$ cat src/hdl/isl_pkg.sv
// Shared types and constants of the indexed shift list.
`timescale 1ns / 1ps
`default_nettype none

package isl_pkg;

  localparam int unsigned DefaultDepth = 16;
  localparam int unsigned MaxDepth     = 64;
  // Width that holds any length or position up to the largest depth.
  localparam int unsigned CntW         = $clog2(MaxDepth + 1);
  localparam int unsigned DataW        = 32;
  localparam int unsigned KindW        = 3;
  localparam int unsigned PosW         = 5;
  localparam int unsigned OutCntW      = 5;

  typedef enum logic [KindW-1:0] {
    KIND_APPEND      = 3'd0,
    KIND_INSERT      = 3'd1,
    KIND_SET         = 3'd2,
    KIND_REMOVE_LAST = 3'd3,
    KIND_REMOVE_AT   = 3'd4,
    KIND_CLEAR       = 3'd5,
    KIND_DUMP        = 3'd6
  } kind_e;

  typedef enum logic [1:0] {
    STATUS_OK     = 2'd0,
    STATUS_FULL   = 2'd1,
    STATUS_BADIDX = 2'd2,
    STATUS_EMPTY  = 2'd3
  } status_e;

  typedef enum logic {
    ST_IDLE,
    ST_DUMP
  } state_e;

  typedef enum logic [2:0] {
    OP_NONE,
    OP_APPEND,
    OP_INSERT,
    OP_SET,
    OP_REMOVE_LAST,
    OP_REMOVE_AT,
    OP_CLEAR,
    OP_ROTATE
  } cell_op_e;

  // Command broadcast to every cell; count is the length before the edit.
  typedef struct packed {
    cell_op_e            op;
    logic [CntW-1:0]     pos;
    logic [CntW-1:0]     count;
  } ctl_t;

endpackage

`default_nettype wire

$ cat src/hdl/isl_cell.sv
// One storage cell of the list: holds one entry and trades with its neighbors.
`timescale 1ns / 1ps
`default_nettype none

module isl_cell #(
  parameter int unsigned IDX = 0
) (
  input  wire logic                               clk_i,
  input  wire logic                               rst_ni,
  input  wire isl_pkg::ctl_t                      ctl_i,
  input  wire logic signed [isl_pkg::DataW-1:0]   value_i,
  input  wire logic signed [isl_pkg::DataW-1:0]   left_i,
  input  wire logic signed [isl_pkg::DataW-1:0]   right_i,
  output logic signed [isl_pkg::DataW-1:0]        entry_o
);

  localparam int unsigned CntW = isl_pkg::CntW;
  localparam logic [CntW-1:0] Idx   = CntW'(IDX);
  localparam logic [CntW-1:0] IdxP1 = CntW'(IDX + 1);

  logic signed [isl_pkg::DataW-1:0] entry_q, entry_d;

  always_comb begin
    entry_d = entry_q;
    unique case (ctl_i.op)
      isl_pkg::OP_APPEND: begin
        if (Idx == ctl_i.count) entry_d = value_i;
      end
      isl_pkg::OP_INSERT: begin
        if (Idx == ctl_i.pos) begin
          entry_d = value_i;
        end else if (Idx > ctl_i.pos && Idx <= ctl_i.count) begin
          entry_d = left_i;
        end
      end
      isl_pkg::OP_SET: begin
        if (Idx == ctl_i.pos) entry_d = value_i;
      end
      isl_pkg::OP_REMOVE_LAST: begin
        if (IdxP1 == ctl_i.count) entry_d = '0;
      end
      isl_pkg::OP_REMOVE_AT: begin
        if (IdxP1 == ctl_i.count) begin
          entry_d = '0;
        end else if (Idx >= ctl_i.pos && IdxP1 < ctl_i.count) begin
          entry_d = right_i;
        end
      end
      isl_pkg::OP_CLEAR:  entry_d = '0;
      isl_pkg::OP_ROTATE: entry_d = right_i;
      default:            entry_d = entry_q;
    endcase
  end

  always_ff @(posedge clk_i or negedge rst_ni) begin
    if (!rst_ni) begin
      entry_q <= '0;
    end else begin
      entry_q <= entry_d;
    end
  end

  assign entry_o = entry_q;

endmodule

`default_nettype wire

$ cat src/hdl/isl_ctrl.sv
// Controller of the list: length, status decisions, dump sequencing, result register.
`timescale 1ns / 1ps
`default_nettype none

module isl_ctrl #(
  parameter int unsigned DEPTH = isl_pkg::DefaultDepth
) (
  input  wire logic                               clk_i,
  input  wire logic                               rst_ni,
  input  wire logic                               in_valid_i,
  output logic                                    in_ready_o,
  input  wire logic [isl_pkg::KindW-1:0]          kind_i,
  input  wire logic [isl_pkg::PosW-1:0]           position_i,
  input  wire logic signed [isl_pkg::DataW-1:0]   head_i,
  output isl_pkg::ctl_t                           ctl_o,
  output logic                                    out_valid_o,
  input  wire logic                               out_ready_i,
  output logic signed [isl_pkg::DataW-1:0]        element_o,
  output logic                                    element_valid_o,
  output logic [isl_pkg::OutCntW-1:0]             count_o,
  output logic [1:0]                              status_o,
  output logic                                    last_o
);

  localparam int unsigned CntW = isl_pkg::CntW;
  localparam int unsigned CW   = $clog2(DEPTH + 1);
  localparam int unsigned KW   = $clog2(DEPTH);
  localparam logic [CntW-1:0] DepthC = CntW'(DEPTH);
  localparam logic [KW-1:0]   KLast  = KW'(DEPTH - 1);

  isl_pkg::state_e state_q, state_d;
  logic [CW-1:0]   count_q, count_d;
  logic [KW-1:0]   k_q, k_d;

  logic                              out_valid_q;
  logic                              load_out;
  logic signed [isl_pkg::DataW-1:0]  elem_d, elem_q;
  logic                              evalid_d, evalid_q;
  logic [isl_pkg::OutCntW-1:0]       ocount_d, ocount_q;
  isl_pkg::status_e                  status_d, status_q;
  logic                              last_d, last_q;

  logic            accept, slot_free, emit;
  logic [CntW-1:0] pos_ext, count_ext, k_ext;

  assign pos_ext   = CntW'(position_i);
  assign count_ext = CntW'(count_q);
  assign k_ext     = CntW'(k_q);
  assign slot_free = !out_valid_q || out_ready_i;
  assign in_ready_o = (state_q == isl_pkg::ST_IDLE) && slot_free;
  assign accept    = in_valid_i && in_ready_o;
  assign emit      = k_ext < count_ext;

  always_comb begin
    state_d   = state_q;
    count_d   = count_q;
    k_d       = k_q;
    ctl_o.op  = isl_pkg::OP_NONE;
    ctl_o.pos = pos_ext;
    ctl_o.count = count_ext;
    load_out  = 1'b0;
    elem_d    = '0;
    evalid_d  = 1'b0;
    status_d  = isl_pkg::STATUS_OK;
    last_d    = 1'b1;
    unique case (state_q)
      isl_pkg::ST_IDLE: begin
        if (accept) begin
          load_out = 1'b1;
          unique case (isl_pkg::kind_e'(kind_i))
            isl_pkg::KIND_APPEND: begin
              if (count_ext >= DepthC) begin
                status_d = isl_pkg::STATUS_FULL;
              end else begin
                ctl_o.op = isl_pkg::OP_APPEND;
                count_d  = count_q + 1'b1;
              end
            end
            isl_pkg::KIND_INSERT: begin
              if (pos_ext > count_ext) begin
                status_d = isl_pkg::STATUS_BADIDX;
              end else if (count_ext >= DepthC) begin
                status_d = isl_pkg::STATUS_FULL;
              end else begin
                ctl_o.op = isl_pkg::OP_INSERT;
                count_d  = count_q + 1'b1;
              end
            end
            isl_pkg::KIND_SET: begin
              if (pos_ext >= count_ext) begin
                status_d = isl_pkg::STATUS_BADIDX;
              end else begin
                ctl_o.op = isl_pkg::OP_SET;
              end
            end
            isl_pkg::KIND_REMOVE_LAST: begin
              if (count_q == '0) begin
                status_d = isl_pkg::STATUS_EMPTY;
              end else begin
                ctl_o.op = isl_pkg::OP_REMOVE_LAST;
                count_d  = count_q - 1'b1;
              end
            end
            isl_pkg::KIND_REMOVE_AT: begin
              if (count_q == '0) begin
                status_d = isl_pkg::STATUS_EMPTY;
              end else if (pos_ext >= count_ext) begin
                status_d = isl_pkg::STATUS_BADIDX;
              end else begin
                ctl_o.op = isl_pkg::OP_REMOVE_AT;
                count_d  = count_q - 1'b1;
              end
            end
            isl_pkg::KIND_CLEAR: begin
              if (pos_ext > DepthC) begin
                status_d = isl_pkg::STATUS_BADIDX;
              end else begin
                ctl_o.op = isl_pkg::OP_CLEAR;
                count_d  = CW'(pos_ext);
              end
            end
            isl_pkg::KIND_DUMP: begin
              if (count_q == '0) begin
                status_d = isl_pkg::STATUS_EMPTY;
              end else begin
                // Results come from the dump sequence instead.
                load_out = 1'b0;
                state_d  = isl_pkg::ST_DUMP;
                k_d      = '0;
              end
            end
            default: status_d = isl_pkg::STATUS_OK;
          endcase
        end
      end
      isl_pkg::ST_DUMP: begin
        // The ring turns once over all cells; the head is sent while it is a live entry.
        if (!emit || slot_free) begin
          ctl_o.op = isl_pkg::OP_ROTATE;
          if (emit) begin
            load_out = 1'b1;
            elem_d   = head_i;
            evalid_d = 1'b1;
            last_d   = (k_ext + 1'b1) == count_ext;
          end
          if (k_q == KLast) begin
            state_d = isl_pkg::ST_IDLE;
          end else begin
            k_d = k_q + 1'b1;
          end
        end
      end
      default: state_d = isl_pkg::ST_IDLE;
    endcase
    ocount_d = isl_pkg::OutCntW'(count_d);
  end

  always_ff @(posedge clk_i or negedge rst_ni) begin
    if (!rst_ni) begin
      state_q     <= isl_pkg::ST_IDLE;
      count_q     <= '0;
      k_q         <= '0;
      out_valid_q <= 1'b0;
    end else begin
      state_q <= state_d;
      count_q <= count_d;
      k_q     <= k_d;
      if (load_out) begin
        out_valid_q <= 1'b1;
      end else if (out_ready_i) begin
        out_valid_q <= 1'b0;
      end
    end
  end

  always_ff @(posedge clk_i) begin
    if (load_out) begin
      elem_q   <= elem_d;
      evalid_q <= evalid_d;
      ocount_q <= ocount_d;
      status_q <= status_d;
      last_q   <= last_d;
    end
  end

  assign out_valid_o     = out_valid_q;
  assign element_o       = elem_q;
  assign element_valid_o = evalid_q;
  assign count_o         = ocount_q;
  assign status_o        = status_q;
  assign last_o          = last_q;

endmodule

`default_nettype wire

$ cat src/hdl/indexed_shift_list.sv
// Top level of the indexed shift list: controller plus a row of storage cells.
`timescale 1ns / 1ps
`default_nettype none

// The indexed shift list keeps up to DEPTH signed 32-bit entries in order,
// one entry in each cell of a row, plus a length. Append, insert, set, remove
// last, remove at and clear each take one transfer: the controller decides
// the status from the length and the position, and every cell works out its
// own move in the same cycle (load the value, take its left neighbor to open
// a gap, take its right neighbor to close one, or zero itself), so such items
// are taken in back-to-back cycles as long as each status result is taken in
// turn. Every one of these items returns a single result with the new length,
// the status and last set. A dump turns the row once around as a ring, one
// step per cycle unless the result side stalls, one ring step per cell after
// its own transfer, and sends the entry at the head while it is still a live
// entry; it returns one result per entry with last on the final one, and no
// new item is accepted until the ring is back in order. A dump of an empty
// list returns one empty result.
// Entries and length are zero after reset, with no clearing pass. The
// count output carries the length in five bits, so it wraps when DEPTH is
// above 31.
module indexed_shift_list #(
  parameter int unsigned DEPTH = isl_pkg::DefaultDepth
) (
  input  wire logic                               clk_i,
  input  wire logic                               rst_ni,
  input  wire logic                               in_valid_i,
  output logic                                    in_ready_o,
  input  wire logic [isl_pkg::KindW-1:0]          kind_i,
  input  wire logic [isl_pkg::PosW-1:0]           position_i,
  input  wire logic signed [isl_pkg::DataW-1:0]   value_i,
  output logic                                    out_valid_o,
  input  wire logic                               out_ready_i,
  output logic signed [isl_pkg::DataW-1:0]        element_o,
  output logic                                    element_valid_o,
  output logic [isl_pkg::OutCntW-1:0]             count_o,
  output logic [1:0]                              status_o,
  output logic                                    last_o
);

  // Command that every cell sees in the current cycle.
  isl_pkg::ctl_t ctl;

  // Entry held by each cell; cell zero is the head of the list.
  logic signed [isl_pkg::DataW-1:0] entry_w [DEPTH];

  isl_ctrl #(
    .DEPTH (DEPTH)
  ) u_ctrl (
    .clk_i           (clk_i),
    .rst_ni          (rst_ni),
    .in_valid_i      (in_valid_i),
    .in_ready_o      (in_ready_o),
    .kind_i          (kind_i),
    .position_i      (position_i),
    .head_i          (entry_w[0]),
    .ctl_o           (ctl),
    .out_valid_o     (out_valid_o),
    .out_ready_i     (out_ready_i),
    .element_o       (element_o),
    .element_valid_o (element_valid_o),
    .count_o         (count_o),
    .status_o        (status_o),
    .last_o          (last_o)
  );

  // The first cell has no left neighbor, and the last cell's right neighbor
  // is the head, which closes the ring that a dump turns.
  for (genvar i = 0; i < DEPTH; i++) begin : g_cell
    logic signed [isl_pkg::DataW-1:0] left_w, right_w;

    if (i == 0) begin : g_first
      assign left_w = '0;
    end else begin : g_inner_left
      assign left_w = entry_w[i-1];
    end

    if (i == DEPTH - 1) begin : g_final
      assign right_w = entry_w[0];
    end else begin : g_inner_right
      assign right_w = entry_w[i+1];
    end

    isl_cell #(
      .IDX (i)
    ) u_cell (
      .clk_i   (clk_i),
      .rst_ni  (rst_ni),
      .ctl_i   (ctl),
      .value_i (value_i),
      .left_i  (left_w),
      .right_i (right_w),
      .entry_o (entry_w[i])
    );
  end

endmodule

`default_nettype wire

$ cat config.mk
export PLATFORM = sky130hd
export DESIGN_NAME = indexed_shift_list
export DESIGN_NICKNAME = d
export VERILOG_FILES = /design/src/hdl/isl_pkg.sv /design/src/hdl/isl_cell.sv /design/src/hdl/isl_ctrl.sv /design/src/hdl/indexed_shift_list.sv
export SDC_FILE = /design/constraint.sdc
export NUM_CORES = 2
export LEC_CHECK = 0
export ABC_CLOCK_PERIOD_IN_PS = 8550
export BUFFER_PORTS_ARGS = -buffer_cell sky130_fd_sc_hd__clkbuf_2
export CAP_MARGIN = 40
export CELL_PAD_IN_SITES_DETAIL_PLACEMENT = 1
export CELL_PAD_IN_SITES_GLOBAL_PLACEMENT = 2
export CORE_MARGIN = 2
export CORE_UTILIZATION = 25
export CTS_BUF_LIST = sky130_fd_sc_hd__clkbuf_4 sky130_fd_sc_hd__clkbuf_8
export DETAILED_ROUTE_END_ITERATION = 16
export PLACE_DENSITY_LB_ADDON = 0.1
export SYNTH_ARGS = -nofsm -noshare
export SYNTH_HDL_FRONTEND = slang
export SYNTH_SLANG_ARGS = --single-unit
$ cat constraint.sdc
create_clock -name clk_i -period 8.55 [get_ports clk_i]
set_clock_uncertainty 0.15 [all_clocks]
set_input_delay 1.71 -clock clk_i [delete_from_list [all_inputs] [get_ports clk_i]]
set_output_delay 1.71 -clock clk_i [all_outputs]
set_load 0.005 [all_outputs]
======== After elaboration in Yosys (flattened, before gate mapping) ========
Index checks and enable logic that the tools add are counted.
word-level totals
  register bits after elaboration ......... 564
  bits of input ports ..................... 44
  output and inout bits ................... 43
  word-level logic and storage cells ...... 471
cells by class
  add/sub/neg operators ................... 4
  magnitude comparators ................... 69
  equal/unequal tests ..................... 131
  multiplexer cells ....................... 176
  bitwise logic cells ..................... 2
  reductions and logical operators ........ 64
operator list
  kind                                                                                number
  32-bit 2-to-1 mux                                                                   112
  32-bit case mux with 7 select lines                                                 16
  2-bit by 1-bit inequality test with 1-bit output, second input constant             49
  3-bit by 1-bit inequality test with 1-bit output, second input constant             32
  6-bit AND reduction                                                                 16
  4-bit by 5-bit == test with 1-bit output, first input constant                      16
  3-bit by 5-bit == test with 1-bit output, first input constant                      8
  4-bit by 5-bit greater-or-equal comparator with 1-bit output, first input constant  8
  4-bit by 5-bit greater-than comparator with 1-bit output, first input constant      8
  4-bit by 5-bit <= comparator with 1-bit output, first input constant                8
  4-bit by 5-bit < comparator with 1-bit output, first input constant                 8
  5-bit 2-to-1 mux                                                                    8
  1-bit logical AND                                                                   34
  5-bit case mux with 5 select lines                                                  1
  3-bit == test, second input constant                                                7
  3-bit 2-to-1 mux                                                                    7
  2-bit by 5-bit == test with 1-bit output, first input constant                      4
  3-bit by 5-bit greater-or-equal comparator with 1-bit output, first input constant  4
  3-bit by 5-bit greater-than comparator with 1-bit output, first input constant      4
  3-bit by 5-bit <= comparator with 1-bit output, first input constant                4
  3-bit by 5-bit < comparator with 1-bit output, first input constant                 4
  4-bit 2-to-1 mux                                                                    5
  3-bit case mux with 6 select lines                                                  1
  7-bit logical NOT                                                                   2
  41 further kinds                                                                    80

======== Longest topological paths before layout ========
  depth after elaboration ................. 9
  gate-level depth with buffers ........... 14
  gate-level depth less buffers ........... 9

======== By module ========
From an unflattened synthesis, not the netlist that was laid out.
second synthesis, totals
  cell total of the unflattened synthesis .. 3161
  area, all modules ....................... 35721.8 µm²
by module, submodules not included
  module                        times used  cells each  area an instance (µm²)  sequential area each (µm²)
  isl_ctrl                      1           265         2946.6                  1506.4
  isl_cell (g_cell[0].u_cell)   1           245         2680.1                  800.8
  isl_cell (g_cell[12].u_cell)  1           199         2259.7                  800.8
  isl_cell (g_cell[14].u_cell)  1           199         2245.9                  800.8
  isl_cell (g_cell[11].u_cell)  1           165         2145.8                  800.8
  isl_cell (g_cell[10].u_cell)  1           239         2144.6                  800.8
  isl_cell (g_cell[7].u_cell)   1           162         2140.8                  800.8
  isl_cell (g_cell[6].u_cell)   1           165         2053.2                  800.8
  isl_cell (g_cell[15].u_cell)  1           162         2003.2                  800.8
  isl_cell (g_cell[4].u_cell)   1           163         1995.7                  800.8
  isl_cell (g_cell[5].u_cell)   1           199         1965.6                  800.8
  isl_cell (g_cell[3].u_cell)   1           168         1895.6                  800.8
  isl_cell (g_cell[9].u_cell)   1           169         1875.5                  800.8
  isl_cell (g_cell[8].u_cell)   1           165         1855.5                  800.8
  +4 rows                       -           -           -                       -

======== Worst setup path before layout ========
Ideal clock, no wire load.
  path type ............................... in2reg
  start point ............................. input kind_i[0] in the netlist's numbering
  end point ............................... register u_ctrl.ocount_q (netlist bit u_ctrl.count_o[0]) (enable)
  setup time .............................. 0.498 ns
  data arrival time ....................... 5.202 ns
  required time ........................... 7.902 ns
  slack ................................... 2.701 ns
  stages on the path ...................... 4
  buffers on the path ..................... 1
  cells stage by stage .................... clkbuf_1 -> nor2b_1 -> and3_1 -> o21ai_0
between the ends
  word-level cells in the longest chain between the ends .. 4
RTL lines
  what                                RTL line                  text
  start, declared                     indexed_shift_list.sv:29  input wire logic [isl_pkg::KindW-1:0] kind_i,
  3-bit == test                       isl_ctrl.sv:70            unique case (isl_pkg::kind_e'(kind_i))
  1-bit 2-to-1 mux                    isl_ctrl.sv:70
  1-bit 2-to-1 mux                    isl_ctrl.sv:68            if (accept) begin
  1-bit case mux with 2 select lines  isl_ctrl.sv:66            unique case (state_q)
  net u_ctrl.load_out                 isl_ctrl.sv:36            logic load_out;
  end signal, assigned                isl_ctrl.sv:180           ocount_q <= ocount_d;
  end, declared                       isl_ctrl.sv:39            logic [isl_pkg::OutCntW-1:0] ocount_d, ocount_q;
The timed path passes the listed nets, and every way through them passes these cells.
A chain may end at the register's enable or synchronous reset.

======== Worst setup path after layout ========
  start point ............................. input position_i[2] in the netlist's numbering
  end point ............................... register g_cell[14].u_cell.entry_q (netlist bit g_cell[14].u_cell.entry_o[3])
between the ends
  word-level cells in the longest chain between the ends .. 9
  elaborated cells on any way between the ends .. 32
  those cells by class .................... order compare: 5; eq/ne: 13; mux: 10; reduce/logical: 4
RTL lines
  what                                                              RTL line                         text
  start, declared                                                   indexed_shift_list.sv:30         input wire logic [isl_pkg::PosW-1:0] position_i,
  5-bit greater-or-equal comparator                                 isl_ctrl.sv:90, isl_ctrl.sv:107
  3-bit 2-to-1 mux                                                  isl_ctrl.sv:107                  end else if (pos_ext >= count_ext) begin
  3-bit 2-to-1 mux                                                  isl_ctrl.sv:105                  if (count_q == '0) begin
  3-bit case mux with 6 select lines                                isl_ctrl.sv:70
  3-bit 2-to-1 mux                                                  isl_ctrl.sv:68
  3-bit case mux with 2 select lines                                isl_ctrl.sv:66
  3-bit by 1-bit == test with 1-bit output (tied with other cells)  isl_cell.sv:25                   unique case (ctl_i.op)
  7-bit nonzero test (no source line) (tied with other cells)       -
  6-bit AND reduction (no source line)                              -
  end signal, assigned                                              isl_cell.sv:59                   entry_q <= entry_d;
  end, declared                                                     isl_cell.sv:21                   logic signed [isl_pkg::DataW-1:0] entry_q, entry_d;
Parallel ways exist; a longest one is shown, timed or not.

==> results.txt <==
----------------------------------------------------
[Status]
  Result of the run ... finished clean

[Global route]
  All-Layer GR Usage ... 22.50%
  Number of antenna violations at the first check in global routing ... 8
  Global-route wire length before repair ... approximately 240,000 um
  Maximum number of pins on one net before global-route repair ... 190
  Number of global-route vias before repair ... around 32,000
  Total congestion overflow after global routing ... 0

[Finish]
  Area taken by flip-flops and latches ... roughly 0.014 mm^2
  Area growth from synthesis to final layout ... 15.44%
  Fill cells ... 15,900
  Layout cells sized above 1 ... 34.33%
  Layout net count ... 3,225
  Total area of multi-input combinational cells ... 0.02015 mm^2

[Synth]
  Number of synthesized flops with an enable pin ... slightly above 40
  Gate Count Post-Synth ... 3,181
  Primary flip-flop cell chosen by synthesis mapping ... dfrtp_1
  Post-Synthesis Net Count ... 3,240
  Synth warnings ... 0
  Average cell area after synthesis ... 11.48 um^2
  Post-synthesis cell area ... 0.03651 mm^2
  Distinct cells, synth ... 87
  Share of async-settable or async-resettable flops after synthesis ... 92.73%
  Count of state elements after synthesis ... 564
  Fraction of the yosys area taken by sequential cells ... 39.22%

[Floorplanning]
  Starting density of the core ... around a quarter
  Die Area ... around 0.15 mm^2
  Area of the core ... 0.1454 mm^2
  DIE HEIGHT ... 386.1 um
  I/O pin cnt ... 87
  Number of rows created at floorplan ... 140
  Chip width ... 386.1 um

[Power and ir drop]
  Power density over cell area ... 469.8 mW/mm^2
  Lkg Pwr ... about 18 nW
  VDD IR max ... approximately 0.4 mV

[Critical path]
  Required @ worst endpoint ... slightly above 9 ns
  Data arrival, critical path ... 6.30 ns
  Start point of the critical path ... position_i[2]
  Critical Setup Path Class ... in2reg
  Capturing element type of the critical path ... flip-flop
  Biggest fanout along the worst timing path ... 18
  R2r startpoint ... u_ctrl.count_q[1]
  CP Launch Type ... primary input

[Drt]
  DRC violation count after routing ... 0
  Via density ... roughly 5.6
  Antenna-violating nets left ... 0
  DRT Wirelength ... 168,600 um
  Router iterations before antenna repair ... 5
  Mean routed wirelength per cell ... 32.50 um
  Total number of vias ... 29,230
  First DRT Iteration DRCs ... 2,281

[CTS]
  # hold bufs at CTS ... 0
  Clock latency at the later pin of the worst-skew pair ... 0.85 ns
  Clock slew seen by the registers of the worst setup and hold paths ... 0.06 ns
  H-tree Lvls ... 3
  # Post-CTS Setup Buffers ... 0
  TritonCTS clock tree ... done
  Num CTS Buffers ... 120
  Clock sink total ... 564
  Max Buffers Root-to-Sink ... 3
  Cell at the root of the clock tree ... clkbuf_8
  Resized cells post-CTS ... 0

[STA]
  Aggregate negative setup slack ... 0 ns
  Transition at the pin with the smallest max-transition slack ... ~1.2 ns
  Total of endpoints with negative setup slack in the final report ... 0
  Final hold viol count ... 0
  Fmax ... 0.1729 GHz
  Fin crit period ... 5.785 ns
  Number of slew-limit violations in the final report ... 0
  Setup slack of the critical path after layout ... 2.765 ns
  Tcrit/Tclk final ... around two thirds
  Worst slew margin relative to its limit ... 18.14%
  Unrepaired setup endpoints after global routing ... no

[Run]
  Number of violations of the max-capacitance limit ... 0

[Place]
  Final RePlAce weighted congestion ... 0.7914
  Pre-CTS setup slack ... 2.031 ns
  Port Buffer Count ... 86
  HPWL Detailed ... 98,990 um

[Worst hold path]
  Hold path startpoint ... g_cell[15].u_cell.entry_o[30]
  Type of the worst min-delay path ... reg2reg

----------------------------------------------------
==> final cells by class <==
| cell class | instances | area share [%] |
|---|---|---|
| Antenna cell | 2 | 0.01188 |
| Clock buffer | 210 | 6.190 |
| Clock inverter | 14 | 0.3325 |
| Inverter | 209 | 1.862 |
| Multi-Input combinational cell | 2078 | 47.81 |
| Sequential cell | 564 | 33.98 |
| Tap cell | 1917 | 5.691 |
| Timing Repair Buffer | 193 | 4.127 |
==> layout by cell type, fill, tap and decap left out, types with 11 or more instances in the layout <==
cell type,count
nand2_1,51
buf_12,14
ha_1,15
dfrtp_1,523
nand3_1,17
nor3_1,14
nand4_1,34
nand2b_1,11
buf_4,77
inv_1,208
mux2_4,181
and4_1,32
clkbuf_8,165
o21ai_0,25
mux2_1,43
a221oi_1,133
a21oi_1,73
o221ai_1,198
edfxtp_1,41
buf_16,16
clkbuf_2,85
nor2b_1,11
mux2_2,451
clkbuf_4,45
a221o_1,192
and2_1,40
mux2i_1,292
nor2_1,103
==> state kept, by name, summed over array words and instances, names as in the netlist <==
register                flops
g_cell.u_cell.entry_o     512
u_ctrl.count_o              5
u_ctrl.count_q              5
u_ctrl.element_o           32
u_ctrl.element_valid_o      1
u_ctrl.k_q                  4
u_ctrl.last_o               1
u_ctrl.out_valid_o          1
u_ctrl.state_q              1
u_ctrl.status_o             2
==> logic make-up after synthesis <==
| group | synth area share [%] |
|---|---|
| mux | 30.69 |
| compound gates | 17.12 |
| flops | 39.22 |
| buf+inv | 6.416 |
| simple gates | 5.871 |
| fa+ha+maj | 0.5141 |
| xor+xnor | 0.1679 |
==> synth_stat cells (34+ instances only) <==
| master | instances | area, um^2 |
|---|---|---|
| buf_2 | 63 | 315.3 |
| and2_1 | 41 | 256.5 |
| a21oi_1 | 73 | 365.4 |
| inv_1 | 208 | 780.8 |
| mux2_1 | 43 | 484.2 |
| o221ai_1 | 198 | 1734 |
| mux2i_1 | 292 | 2923 |
| nand2_1 | 54 | 202.7 |
| dfrtp_1 | 523 | 13090 |
| mux2_4 | 181 | 2718 |
| a221o_1 | 192 | 1922 |
| nand4_1 | 34 | 212.7 |
| nor2_1 | 106 | 397.9 |
| clkbuf_1 | 214 | 803.3 |
| mux2_2 | 451 | 5079 |
| a221oi_1 | 133 | 1165 |
| edfxtp_1 | 41 | 1231 |
==> worst max-delay path, cell delays in order <==
cell,delay (ns)
clkbuf_2,0.32
ha_1,0.46
nand4_2,0.18
o221ai_1,0.60
a21o_2,0.48
nand4_4,0.17
a211oi_4,0.79
a2111o_2,0.72
buf_4,0.46
mux2_1,0.37
==> power by group <==
part / total (W) / leakage [nW] / internal [W] / switching (W)
logic: 0.0113 / 9.82 / 0.00498 / 0.00628
clock network: 0.00339 / 1.47 / 0.00196 / 0.00143
registers: 0.00514 / 6.71 / 0.00416 / 0.000979
total: 0.0198 / 18.0 / 0.0111 / 0.00870
==> worst paths after layout <==
| path | endpoint | slack, ns | cells after the start |
|---|---|---|---|
| max in group asynchronous | g_cell[15].u_cell.entry_o[3] | 6.25 | 2 |
| worst min-delay path | g_cell[15].u_cell.entry_o[30] | 0.34 | 1 |
| worst max register to register | g_cell[14].u_cell.entry_o[3] | 3.03 | 10 |
| worst max-delay path | g_cell[14].u_cell.entry_o[3] | 2.76 | 10 |
| min in group asynchronous | u_ctrl.count_q[3] | 0.75 | 1 |
| worst min register to register | g_cell[15].u_cell.entry_o[30] | 0.34 | 1 |
==> through the flow <==
| stage | util [%] | hold WS (ns) | total power (W) | cell area, um^2 | std cells |
|---|---|---|---|---|---|
| 3_3_place_gp | 26.68 | 0.3218 | 0.01594 | 38790 | 4937 |
| 4_1_cts | 28.98 | 0.3400 | 0.01998 | 42140 | 5185 |
| 6_report | 28.99 | 0.3356 | 0.01980 | 42140 | 5187 |
| 3_5_place_dp | 27.09 | 0.3260 | 0.01645 | 39390 | 4961 |
| 2_1_floorplan | - | 0.3081 | 0.01243 | 36510 | 3181 |
| 5_1_grt | 28.99 | 0.3584 | 0.02097 | 42140 | 5187 |
==> metal layers <==
layer  up-vias  global-route usage, %  part of all wire (%)
li1      12330                      -                     -
met1     15810                  31.30                    47
met2       847                  36.18                    46
met3       243                  3.154                   4.7
met4         0                  6.446                   2.5
met5         -                      0                     0
Note: power is estimated with default switching activity, not from simulation.
